==> src/design/swm_pkg.sv <==
// Shared constants and types for the sliding-window median block.
`timescale 1ns / 1ps
`default_nettype none

package swm_pkg;

    localparam int MAX_WINDOW = 64;
    localparam int IDX_W      = $clog2(MAX_WINDOW);
    localparam int CNT_W      = $clog2(MAX_WINDOW + 1);
    localparam int CFG_W      = 7;
    localparam int SAMPLE_W   = 32;
    localparam int MEDIAN_W   = SAMPLE_W + 1;
    localparam int S_DATA_W   = ((SAMPLE_W + 7) / 8) * 8;
    localparam int M_DATA_W   = ((MEDIAN_W + 7) / 8) * 8;
    localparam int WIN_RESET  = 3;

    // Contents of one sorted slot
    typedef struct packed {
        logic                       vld;
        logic signed [SAMPLE_W-1:0] val;
        logic [IDX_W-1:0]           age;
    } cell_t;

    // Broadcast control seen by every slot
    typedef struct packed {
        logic                       step;
        logic                       purge;
        logic                       clear;
        logic signed [SAMPLE_W-1:0] sample;
        logic [IDX_W-1:0]           wm1;
    } cell_ctl_t;

endpackage

`default_nettype wire

==> src/design/swm_cell.sv <==
// One slot of the sorted window: holds a sample and its age, shifts with its neighbors.
`timescale 1ns / 1ps
`default_nettype none

module swm_cell (
    input  wire                  aclk,
    input  wire                  aresetn,
    input  swm_pkg::cell_ctl_t   ctl,
    input  swm_pkg::cell_t       lower_i,
    input  swm_pkg::cell_t       upper_i,
    input  wire                  rem_in,
    input  wire                  gt_in,
    output swm_pkg::cell_t       slot_o,
    output logic                 rem_out,
    output logic                 gt_out,
    output logic                 multi_o
);

    swm_pkg::cell_t slot_reg;
    swm_pkg::cell_t slot_next;
    swm_pkg::cell_t lower_m;
    swm_pkg::cell_t own_m;
    swm_pkg::cell_t upper_m;
    swm_pkg::cell_t b_prev;
    swm_pkg::cell_t b_cur;
    logic           stale;
    logic           gt_cur;

    assign slot_o = slot_reg;

    // Slot is due to leave once its age reaches the window length minus one
    assign stale   = slot_reg.vld && (slot_reg.age >= ctl.wm1);
    assign rem_out = rem_in | stale;
    assign multi_o = stale & rem_in;

    // Drop validity of every slot when the sample restarts the window
    always_comb begin
        lower_m     = lower_i;
        own_m       = slot_reg;
        upper_m     = upper_i;
        lower_m.vld = lower_i.vld & ~ctl.clear;
        own_m.vld   = slot_reg.vld & ~ctl.clear;
        upper_m.vld = upper_i.vld & ~ctl.clear;
    end

    // Window after removing the first stale slot, at this and the lower position
    assign b_prev = rem_in  ? own_m   : lower_m;
    assign b_cur  = rem_out ? upper_m : own_m;

    assign gt_cur = !b_cur.vld || (b_cur.val > ctl.sample);
    assign gt_out = gt_cur;

    // Select kept, inserted or shifted-up entry
    always_comb begin
        slot_next = slot_reg;
        if (ctl.step) begin
            if (!gt_cur) begin
                slot_next     = b_cur;
                slot_next.age = b_cur.age + swm_pkg::IDX_W'(1);
            end else if (!gt_in) begin
                slot_next.vld = 1'b1;
                slot_next.val = ctl.sample;
                slot_next.age = '0;
            end else begin
                slot_next     = b_prev;
                slot_next.age = b_prev.age + swm_pkg::IDX_W'(1);
            end
        end else if (ctl.purge) begin
            slot_next = b_cur;
        end
    end

    always_ff @(posedge aclk) begin
        if (!aresetn) begin
            slot_reg.vld <= 1'b0;
        end else begin
            slot_reg.vld <= slot_next.vld;
        end
        slot_reg.val <= slot_next.val;
        slot_reg.age <= slot_next.age;
    end

endmodule

`default_nettype wire

==> config.mk <==
export PLATFORM = sky130hd
export DESIGN_NAME = swm_cell
export DESIGN_NICKNAME = d
export VERILOG_FILES = /design/src/design/swm_pkg.sv /design/src/design/swm_cell.sv
export SDC_FILE = /design/constraint.sdc
export NUM_CORES = 1
export LEC_CHECK = 0
export BUFFER_PORTS_ARGS = -buffer_cell sky130_fd_sc_hd__buf_2
export CORE_UTILIZATION = 50
export CTS_CLUSTER_SIZE = 14
export DETAILED_ROUTE_END_ITERATION = 7
export HOLD_SLACK_MARGIN = 0.1
export PLACE_DENSITY = 0.83
export SYNTH_ARGS = -nofsm -noshare
export SYNTH_HDL_FRONTEND = slang
export SYNTH_SLANG_ARGS = --single-unit
==> constraint.sdc <==
create_clock -name aclk -period 17.85 [get_ports aclk]
set_input_delay 1.785 -clock aclk [delete_from_list [all_inputs] [get_ports aclk]]
set_output_delay 1.785 -clock aclk [all_outputs]
set_load 0.005 [all_outputs]
# [Yosys cells after proc, flatten, opt, wreduce, memory -nomap -nowiden]
# Index checks and enable logic that the tools add are counted.
[classes] addsub=2 n_lt_le_gt_ge=2 n_eq_ne=1 n_mux=6 bitwise_logic=6 n_reduce_logical=5
[ops] cell="two-way mux 39 bit" n=6
[ops] cell="> comparator 32 bit" n=1
[ops] cell="adder 6 x 1 -> 6 bit, second input constant" n=2
[ops] cell="greater-or-equal comparator 6 bit" n=1
[ops] cell="AND 1 bit" n=4
[ops] cell="inequality test 4 bit, second input constant" n=1
[ops] cell="AND reduction 2 bit" n=1
[ops] cell="nonzero test 2 bit" n=1
[ops] cell="logical AND 1 bit" n=1
[ops] cell="logical NOT 1 bit" n=1
[ops] cell="logical OR 1 bit" n=1
[ops] cell="NOT 1 bit" n=1
[ops] cell="OR 1 bit" n=1
[totals] reg_bits=39 inputBits=123 elab_cells=25

# [Depth between registers and ports, before layout]
# Gate-level depths: netlist of the first run.
[logic_depth] ltp_word=8 depth_mapped=19 ltp_nobuf=16

# [Least setup slack after synthesis of the first run]
# Ideal clock, no wire load.
[synth_path] path_type="input port to flip-flop" start="in ctl[2] (netlist name)" end="reg slot_reg (netlist bit slot_o[10]), enable pin" setup_ns=0.441 arrival_time_ns=6.698 t_required_ns=17.409 path_slack_ns=10.711 stages=19 n_path_buf=3 path_cell_list="inv_1 -> ha_1 -> a21o_1 -> a31oi_1 -> o211ai_1 -> o21ai_0 -> inv_2 -> buf_2 -> mux2_2 -> ha_1 -> a21oi_1 -> o21ai_0 -> or3_1 -> o41ai_2 -> o211ai_2 -> and2_4 -> buf_6 -> buf_8 -> a31oi_1"
[synth_via] elab_chain_cells=8 word_cells_on_any_way=9 cone_classes="2 x order compare; 1 x eq/ne; 1 x mux; 1 x bitwise; 4 x reduce/logical"
[synth_rtl] element="from (decl)" line_no="swm_cell.sv:8" text="input swm_pkg::cell_ctl_t ctl,"
[synth_rtl] element="greater-or-equal comparator 6 bit *" line_no="swm_cell.sv:32" text="assign stale = slot_reg.vld && (slot_reg.age >= ctl.wm1);"
[synth_rtl] element="logical AND 1 bit *" line_no="swm_cell.sv:32"
[synth_rtl] element="OR 1 bit *" line_no="swm_cell.sv:33" text="assign rem_out = rem_in | stale;"
[synth_rtl] element="two-way mux 39 bit *" line_no="swm_cell.sv:48" text="assign b_cur = rem_out ? upper_m : own_m;"
[synth_rtl] element="> comparator 32 bit or logical NOT 1 bit (tied branches)" line_no="swm_cell.sv:50" text="assign gt_cur = !b_cur.vld || (b_cur.val > ctl.sample);"
[synth_rtl] element="logical OR 1 bit *" line_no="swm_cell.sv:50"
[synth_rtl] element="inequality test 4 bit (no source line) *"
[synth_rtl] element="AND reduction 2 bit (no source line) *"
[synth_rtl] element="to (decl)" line_no="swm_cell.sv:19" text="swm_pkg::cell_t slot_reg;"
# Mark *: on every way between the ends. The rest lies on a longest branch, timed or not.
# A chain may end at the register's enable or synchronous reset.

# [Worst setup path after layout of the first run]
[layout_path] start="in ctl[2] (netlist name)" end="out gt_out"
[layout_via] elab_chain_cells=6 word_cells_on_any_way=7 cone_classes="2 x order compare; 1 x mux; 1 x bitwise; 3 x reduce/logical"
[layout_rtl] element="greater-or-equal comparator 6 bit *" line_no="swm_cell.sv:32"
[layout_rtl] element="logical AND 1 bit *" line_no="swm_cell.sv:32"
[layout_rtl] element="OR 1 bit *" line_no="swm_cell.sv:33"
[layout_rtl] element="two-way mux 39 bit *" line_no="swm_cell.sv:48"
[layout_rtl] element="> comparator 32 bit or logical NOT 1 bit (tied branches)" line_no="swm_cell.sv:50"
[layout_rtl] element="logical OR 1 bit *" line_no="swm_cell.sv:50"
[layout_rtl] element="to (decl)" line_no="swm_cell.sv:15" text="output logic gt_out,"
# Marks and branches as above.

==> results of run 1 <==
## where the power goes
| part | internal, mW | switching (mW) |
|---|---|---|
| clock | 0.0261 | 0.0329 |
| combinational | 0.0957 | 0.0890 |
| sequential | 0.125 | 0.0143 |
| total | 0.247 | 0.136 |
## cell type report
cell class                      count  area (µm²)  share of cell area [%]
Multi-Input combinational cell    307        2540                    51.7
Sequential cell                    39        1160                    23.6
Clock buffer                        5        68.8                    1.40
Tap cell                          102         128                    2.60
Timing Repair Buffer              166         836                    17.0
Clock inverter                      2        8.76                   0.178
Inverter                           45         169                    3.44
## metal layers
metal	part of all wire, %	track usage (%)
met5	0	0
met4	1.1	6.35
met3	6.4	4.10
met2	50	45.1
met1	43	33.0
## cells by family after synthesis
group,synth area share [%]
buffers and inverters,7.63
flip-flops,29.1
XOR/XNOR,0.879
AND/OR/NAND/NOR,11.9
AO/OA/AOI/OAI,13.3
multiplexers,24.6
adder cells (fa/ha/maj),12.6
## worst min-delay path: cells and delay by family (launching register included)
family,cells,cell delay [ps]
DFF,1,340
muxes,2,290
## how the worst max path moves through the flow
stage               slack [ps]          to  startpoint  cells past startpoint
finish                   10060      gt_out      ctl[2]                     17
global route              9760      gt_out      ctl[2]                     17
CTS                      10100      gt_out      ctl[2]                     17
detailed placement       10120      gt_out      ctl[2]                     17
global placement         10290      gt_out      ctl[2]                     17
floorplan                10710  slot_o[10]      ctl[2]                     19
## cells in the final DEF (no fill, tap or decap), drive strengths merged, types with 5 or more instances in the layout
cell,count
edfxtp,38
a21oi,17
mux2i,13
clkbuf,5
nand4,10
nand2,42
ha,40
o21ai,41
a211oi,5
nor2,13
buf,166
mux2,67
inv,45
nand3,10
## through the flow
stage                     setup slack [ps]  power [mW]
after floorplan                      10710       0.266
final                                10060       0.383
after CTS                            10100       0.384
after global placement               10290       0.318
after detailed placement             10120       0.325
after global routing                  9760       0.409
==> impl_metrics.py, run 1 <==
metrics = {
    "critical_path": {
        "cpMaxStageDelayCell": "inv_2",
        "max_stage_delay_ps": 600,
        "worstPathBufferInverterCount": 5,
        "crit_chain": "buf_2, inv_1, ha_1, a21o_1, a31oi_1, o211ai_1, o21ai_0, buf_4, inv_2, mux2_2, ha_1, nand4_1, nor4_2, nand2b_1, o41ai_2, o211ai_2, buf_2",
        "crit_arrival_ps": 6000,
        "regToRegEndpoint": "slot_o[24]",
        "crit-reg2reg-launch": "slot_o[2]",
        "path_max_fanout": 35,
        "r2r_slack_ps": 11640,
        "reg2reg_depth": 15,
        "cp-end-kind": "primary output",
        "path_delay_family": "compound AO/OA/AOI/OAI gates",
        "crit_type": "in2out",
        "crit_required_ps": 16060,
        "start_kind": "input pin",
    },
    "synth": {
        "synth.area.top_cells": "edfxtp_1 29%, ha_1 13%, mux2_2 12%",
        "async_reset_ff_share_pct": 0,
        "synth_top_area_share_pct": 28.6,
        "ys_warn_count": 0,
        "synth_edf_count": 38,
        "synth-main-ff-cell": "edfxtp_1",
        "syn_area_um2": 3990,
        "yosysUniqueCellTypes": 49,
        "ys_ff_latch": 39,
        "synth_top_area_cell": "edfxtp_1",
        "post-synth-top-count-cell": "inv_1",
        "yosysSeqAreaShare_pct": 29.1,
        "postSynthAreaPerCell_um2": 9.70,
        "synth.cells.most_frequent": "44 x inv_1, 42 x nand2_1, 41 x mux2_2, 41 x o21ai_0, 40 x ha_1",
        "synthesis.nets": 574,
        "synthCells": 411,
    },
    "timing": {
        "slew_violations": 0,
        "setup_viol": 0,
        "min_period_over_period_pct": 43.6,
        "hold_violations": 0,
        "holdWs_ps": 736,
        "fmax_ghz": 0.128,
        "tightest_slew_ps": 1160,
        "final.setup_skew_ps": 11.1,
        "setup_tns_ps": 0,
        "slew_headroom_pct": 22.5,
        "min_period_ps": 7790,
        "rsz0062_at_grt": "no",
    },
    "global_route": {
        "grt_pass1_wl_um": 17200,
        "grt_pass1_vias": 3659,
        "grt_max_degree": 39,
        "grt_overflow": 0,
        "gr-usage-all-layers_pct": 25.7,
        "antenna_found_initial": 0,
    },
    "floorplanning": {
        "die_area_um2": 8330,
        "initial_core_util_pct": 51.6,
        "core.rowCount": 32,
        "dieWidth_um": 91.3,
        "fp.dieH_um": 91.3,
        "ioPinCount": 165,
        "core_um2": 7730,
    },
    "cts": {
        "cts_made_buffers": 5,
        "h-tree-depth": 2,
        "cts_max_path_buffers": 2,
        "cts_root_buf": "clkbuf_8",
        "cts_tree": "done",
        "clock_latency_ps": 290,
        "cts_resized": 0,
        "path_clk_slew_ps": 80,
        "cts_setup_buffers": 0,
        "cts_hold_buf": 0,
        "cts.sinks": 39,
    },
    "routing": {
        "drtIter0Drc": 84,
        "wl_per_cell_um": 16.0,
        "drcViolationCount": 0,
        "final_antenna_net_count": 0,
        "via_per_inst": 5.55,
        "routed_wl_um": 10600,
        "drt_pass1_iterations": 4,
        "vias": 3697,
    },
    "pwr": {
        "p_per_area_nw_per_um2": 78.0,
        "p_leak_nw": 2.44,
        "irDropWorstVdd_mv": 0.0327,
    },
    "placed_design": {
        "placed_area_um2": 4830,
        "gp_congestion": 0.887,
        "io_buffers": 164,
        "dp.cells": 659,
        "place_hpwl_um": 8190,
    },
    "flow_run": {
        "maxCapViolCount": 0,
    },
    "hold_path": {
        "hp-start": "slot_o[29]",
        "hold_end": "slot_o[29]",
        "holdPathStages": 2,
        "min_path_type": "reg2reg",
    },
    "finish": {
        "diodes": 0,
        "area_delta_synth_final_pct": 23.2,
        "layout-drive-gt1-share_pct": 44.0,
        "fin_cells": 666,
        "final_area_um2": 4910,
        "largest_reg_flops": 39,
        "utilization_pct": 63.5,
        "fin_nets": 727,
        "fillCellCount": 637,
    },
    "run_status": {
        "status": "finished clean",
    },
}
(Power assumes the default switching activity.)
==> run 2, diff against run 1 <==
ABC_AREA = 1   (was unset)
CORE_UTILIZATION = 46   (was 50)
PLACE_DENSITY = 0.79   (was 0.83)
clock period = 7.11 ns   (was 17.85 ns; I/O delays follow)
==> impl_metrics.py, run 2 <==
metrics = {
    "run_status": {
        "status": "finished with violations",
        "violations": "design-rule violations",
    },
    "routing": {
        "routed_wl_um": 11200,
        "drt_pass1_iterations": 8,
        "vias": 4443,
        "wl_per_cell_um": 12.4,
        "drcViolationCount": 20,
        "drtIter0Drc": 245,
        "final_antenna_net_count": 0,
        "via_per_inst": 4.91,
    },
    "placed_design": {
        "placed_area_um2": 5040,
        "io_buffers": 164,
        "place_hpwl_um": 8840,
        "dp.cells": 897,
        "gp_congestion": 0.873,
        "dp_slack_ps": 1210,
    },
    "timing": {
        "setup_tns_ps": 0,
        "slew_violations": 0,
        "min_period_over_period_pct": 78.3,
        "tightest_slew_ps": 1130,
        "hold_violations": 0,
        "slew_headroom_pct": 24.7,
        "rsz0062_at_grt": "no",
        "fmax_ghz": 0.180,
        "final.setup_skew_ps": 8.28,
        "setup_viol": 0,
        "timing.final.ws_setup_ps": 1540,
        "min_period_ps": 5570,
    },
    "critical_path": {
        "cp_common_cell": "nand2_1",
        "cp-end-kind": "flop",
        "start_kind": "input pin",
        "crit_required_ps": 7090,
        "worstPathBufferInverterCount": 4,
        "path_delay_family": "simple AND/OR/NAND/NOR gates",
        "max_stage_delay_ps": 600,
        "crit_chain": "buf_2, inv_1, ha_1, a21o_1, nor2_1, nand2_1, nand2_1, nand2_2, nand2_1, o21ai_0, ha_1, nand2_1, nor3_1, nand2_1, nand2_1, nand2_1, nand2_1, nand2_1, nand3_2, nand2_4, nand2_4, o21ai_1, inv_1, buf_4",
        "path_max_fanout": 68,
        "cpMaxStageDelayCell": "nand2_2",
        "crit_arrival_ps": 5550,
        "crit_type": "in2reg",
    },
    "synth": {
        "synth_top_area_cell": "edfxtp_1",
        "synthCells": 650,
        "ys_warn_count": 0,
        "yosysUniqueCellTypes": 32,
        "async_reset_ff_share_pct": 0,
        "synthesis.nets": 813,
        "ys_ff_latch": 39,
        "postSynthAreaPerCell_um2": 6.50,
        "synth.area.top_cells": "edfxtp_1 27%, inv_1 15%, nand2_1 14%",
        "synth_edf_count": 38,
        "yosysSeqAreaShare_pct": 27.5,
        "synth-main-ff-cell": "edfxtp_1",
        "synth_top_area_share_pct": 27.0,
        "post-synth-top-count-cell": "inv_1",
        "syn_area_um2": 4220,
        "synth.cells.most_frequent": "167 x inv_1, 158 x nand2_1, 67 x o21ai_0, 43 x nand3_1, 41 x o21ai_1",
    },
    "flow_run": {
        "maxCapViolCount": 0,
    },
    "finish": {
        "layout_common_cells": "167 x inv_1, 164 x buf_2, 157 x nand2_1, 67 x o21ai_0, 43 x nand3_1",
        "layout-drive-gt1-share_pct": 23.1,
        "final_area_um2": 5150,
        "fillCellCount": 866,
        "largest_reg_flops": 39,
        "fin_nets": 959,
        "final_common_cell": "inv_1",
        "diodes": 0,
        "area_delta_synth_final_pct": 21.9,
        "fin_cells": 905,
    },
    "global_route": {
        "gr-usage-all-layers_pct": 23.5,
        "grt_max_degree": 73,
        "grt_overflow": 0,
        "grt_pass1_vias": 4167,
        "grt_pass1_wl_um": 18400,
        "antenna_found_initial": 0,
    },
    "pwr": {
        "p_leak_nw": 3.04,
        "finalPower_uw": 888,
        "p_per_area_nw_per_um2": 172,
        "irDropWorstVdd_mv": 0.0957,
    },
    "cts": {
        "cts_tree": "done",
        "cts.sinks": 39,
        "cts_resized": 0,
        "cts_max_path_buffers": 2,
        "cts_root_buf": "clkbuf_8",
        "cts_hold_buf": 0,
        "h-tree-depth": 2,
        "cts_setup_buffers": 0,
        "cts_made_buffers": 5,
        "path_clk_slew_ps": 80,
        "clock_latency_ps": 300,
    },
    "floorplanning": {
        "ioPinCount": 165,
        "die_area_um2": 9570,
        "core_um2": 8810,
        "dieWidth_um": 97.8,
        "core.rowCount": 34,
        "fp.dieH_um": 97.8,
        "initial_core_util_pct": 48.0,
    },
    "hold_path": {
        "min_path_type": "reg2reg",
    },
}
## run 2: cell count changes after synthesis, sizes merged, moves of 5 or more
cell / previous run / this run
nand4: 10 / 5
nand2: 42 / 161
buf: 9 / 16
nand3b: 0 / 7
mux2i: 13 / 2
nand3: 10 / 44
a211oi: 5 / 0
inv: 45 / 167
o21ai: 41 / 109
mux2: 67 / 0
## run 2: final timing paths
check / cells after the start / start / end / slack, ps
worst max-delay path: 24 / ctl[5] / slot_o[32] / 1540
worst min-delay path: 2 / slot_o[38] / slot_o[38] / 520
worst max register to register: 22 / slot_o[5] / slot_o[32] / 1570
worst min register to register: 2 / slot_o[38] / slot_o[38] / 520
## run 2: layer usage
| layer | vias up | track usage, % | wire, µm | share of wire [%] |
|---|---|---|---|---|
| met5 | - | 0 | 0 | 0 |
| met4 | 0 | 5.48 | 129 | 1.1 |
| met3 | 11 | 3.29 | 848 | 7.6 |
| met2 | 190 | 41.9 | 5410 | 48 |
| met1 | 1907 | 29.9 | 4840 | 43 |
| li1 | 2335 | - | - | - |
## run 2: cell type report
cell class	instances	area (µm²)	area share, %
clock inverter	3	38.8	0.754
sequential	39	1160	22.6
tap	108	135	2.63
inverter	167	627	12.2
clock buffer	5	68.8	1.34
multi-input combinational	416	2270	44.2
timing repair buffer	167	843	16.4
## run 2: stage by stage
step,hold WS (ps),util (%)
after global placement,507,57.2
final,520,58.5
after CTS,520,58.5
after detailed placement,510,57.2
after floorplan,479,-
after global routing,548,58.5
## run 2: kinds of logic (layout without fill, tap and decap cells)
logic type / Yosys count / in the layout / synth area share (%)
xor gates and xnor gates: 5 / 5 / 1.04
buffers and inverters: 195 / 342 / 18.7
muxes: 2 / 2 / 0.474
AOI/OAI and AO/OA: 133 / 133 / 16.2
DFF: 39 / 39 / 27.5
adders and majority gates: 40 / 40 / 11.8
and+or+nand+nor: 236 / 236 / 24.2
## run 2: power by group
| group | leakage (nW) | total [mW] | internal [mW] | switching (mW) |
|---|---|---|---|---|
| registers | 0.395 | 0.324 | 0.300 | 0.0235 |
| logic | 2.59 | 0.375 | 0.151 | 0.224 |
| clock network | 0.0556 | 0.189 | 0.103 | 0.0858 |
## run 2: tightest hold or removal path: cells and delay by family (launching register included)
family | cells | cell delay [ps]
DFF | 1 | 350
AOI/OAI and AO/OA | 1 | 50
and+or+nand+nor | 1 | 80
==> run 3, diff against run 2 <==
CORE_UTILIZATION = 50   (was 46)
PLACE_DENSITY = 0.82   (was 0.79)
clock period = 5.8 ns   (was 7.11 ns; I/O delays follow)
==> impl_metrics.py, run 3 (synthesis results as in run 2) <==
metrics = {
    "floorplanning": {
        "initial_core_util_pct": 51.7,
        "core_um2": 8180,
        "die_area_um2": 8820,
        "dieWidth_um": 93.9,
        "core.rowCount": 33,
        "fp.dieH_um": 93.9,
        "ioPinCount": 165,
    },
    "cts": {
        "cts_made_buffers": 5,
        "h-tree-depth": 2,
        "path_clk_slew_ps": 80,
        "cts_tree": "done",
        "cts_setup_buffers": 0,
        "clock_latency_ps": 300,
        "cts.sinks": 39,
        "cts_hold_buf": 0,
        "cts_max_path_buffers": 2,
        "cts_resized": 0,
        "cts_root_buf": "clkbuf_8",
    },
    "routing": {
        "drt_pass1_iterations": 5,
        "final_antenna_net_count": 0,
        "wl_met1_um": 4620,
        "vias": 4587,
        "via_per_inst": 5.07,
        "route.met3.wl_um": 743,
        "wl_per_cell_um": 12.5,
        "top_layer": "met4",
        "drtIter0Drc": 213,
        "routed_wl_um": 11300,
        "drcViolationCount": 0,
        "routed-wl-met2_um": 5640,
    },
    "finish": {
        "final_common_cell": "inv_1",
        "layout-drive-gt1-share_pct": 23.2,
        "largest_reg_flops": 39,
        "fin_nets": 961,
        "area_delta_synth_final_pct": 22.4,
        "fillCellCount": 785,
        "layout_common_cells": "167 x inv_1, 164 x buf_2, 157 x nand2_1, 67 x o21ai_0, 43 x nand3_1",
        "final_area_um2": 5170,
        "diodes": 0,
    },
    "timing": {
        "rsz0062_at_grt": "no",
        "setup_viol": 0,
        "min_period_over_period_pct": 86.9,
        "min_period_ps": 5040,
        "fmax_ghz": 0.198,
        "setup_tns_ps": 0,
        "tightest_slew_ps": 652,
        "slew_headroom_pct": 56.6,
        "slew_violations": 0,
        "hold_violations": 0,
        "final.setup_skew_ps": 11.7,
    },
    "global_route": {
        "grt_max_degree": 73,
        "gr-usage-all-layers_pct": 25.8,
        "grt_overflow": 0,
        "grt_pass1_vias": 4226,
        "antenna_found_initial": 0,
        "grt_pass1_wl_um": 18000,
    },
    "critical_path": {
        "cp_common_cell": "nand2_1",
        "max_stage_delay_ps": 510,
        "start_kind": "flop",
        "path_delay_family": "simple AND/OR/NAND/NOR gates",
        "crit-reg2reg-launch": "slot_o[5]",
        "crit_chain": "ha_1, a21o_1, nor2_1, nand2_1, nand2_1, nand2_2, buf_4, nand2_1, o21ai_0, ha_1, nand4_1, nor3_1, nand2_1, nand2_1, nand2_1, nand2_1, nand2_1, nand3_2, nand2_4, nand2_4, o21ai_1, inv_1, buf_12",
        "path_max_fanout": 66,
        "crit_required_ps": 5800,
        "worstPathBufferInverterCount": 3,
        "crit_arrival_ps": 5040,
        "cpMaxStageDelayCell": "nand2_4",
        "r2r_slack_ps": 760,
        "reg2reg_depth": 23,
        "regToRegEndpoint": "slot_o[11]",
        "crit_type": "reg2reg",
        "cp-end-kind": "flop",
    },
    "hold_path": {
        "min_path_type": "in2reg",
        "hold_end": "slot_o[38]",
        "holdPathStages": 3,
        "hp-start": "aresetn",
    },
    "placed_design": {
        "gp_congestion": 0.918,
        "io_buffers": 164,
        "place_hpwl_um": 8900,
        "placed_area_um2": 5060,
    },
    "pwr": {
        "irDropWorstVdd_mv": 0.105,
        "p_leak_nw": 3.05,
        "p_per_area_nw_per_um2": 211,
    },
    "run_status": {
        "status": "finished clean",
    },
    "flow_run": {
        "maxCapViolCount": 0,
    },
}
run 3: cell types whose count changed in the layout (fill, tap and decap cells not counted), sizes merged:
cell	previous run	this run
buf	167	169
clkbuf	5	7
clkinv	2	0
run 3: metrics by stage:
stage	util [%]	cells	power, mW	hold slack (ps)	worst slack, ps
after floorplan	-	650	0.706	479	1430
after global placement	61.9	896	0.844	489	671
after detailed placement	61.9	896	0.862	497	540
after CTS	63.2	904	1.09	493	757
after global routing	63.2	904	1.18	497	297
final	63.2	904	1.09	491	760
run 3: how the worst max path moves through the flow:
stage | end | startpoint | depth (start not counted) | slack [ps]
2_1_floorplan | slot_o[10] | ctl[5] | 24 | 1430
3_3_place_gp | slot_o[18] | ctl[5] | 25 | 670
3_5_place_dp | slot_o[11] | ctl[5] | 25 | 540
4_1_cts | slot_o[11] | slot_o[5] | 23 | 760
5_1_grt | slot_o[11] | slot_o[5] | 23 | 300
6_report | slot_o[11] | slot_o[5] | 23 | 760
run 3: cell type report:
cell class                 instances  area (µm²)  area share (%)
inverter                         167         627            12.1
sequential                        39        1160            22.5
tap                              105         131            2.54
clock inverter                     1        30.0           0.581
timing repair buffer             169         871            16.8
multi-input combinational        416        2270            44.0
clock buffer                       7        76.3            1.48
run 3: layer usage:
| layer | global-route usage, % | up-vias |
|---|---|---|
| met4 | 10.3 | 0 |
| met5 | 0 | - |
| met2 | 46.7 | 176 |
| met3 | 3.24 | 28 |
| li1 | - | 2337 |
| met1 | 30.7 | 2046 |
run 3: power by group:
group / switching [mW] / total (mW) / internal [mW] / leakage (nW)
logic: 0.275 / 0.462 / 0.187 / 2.61
clock network: 0.103 / 0.232 / 0.129 / 0.0524
registers: 0.0294 / 0.398 / 0.368 / 0.395
total: 0.407 / 1.09 / 0.684 / 3.05
run 3: worst reg2reg max path, stage by stage (launching register included):
cell      delay, ps
edfxtp_1        450
ha_1            320
a21o_1          180
nor2_1          170
nand2_1          80
nand2_1          90
nand2_2         300
buf_4           360
nand2_1          90
o21ai_0         120
ha_1            340
nand4_1         100
nor3_1          280
nand2_1          90
nand2_1          70
nand2_1          60
nand2_1          70
nand2_1          60
nand3_2          90
nand2_4         110
nand2_4         510
o21ai_1         110
inv_1           450
buf_12          250
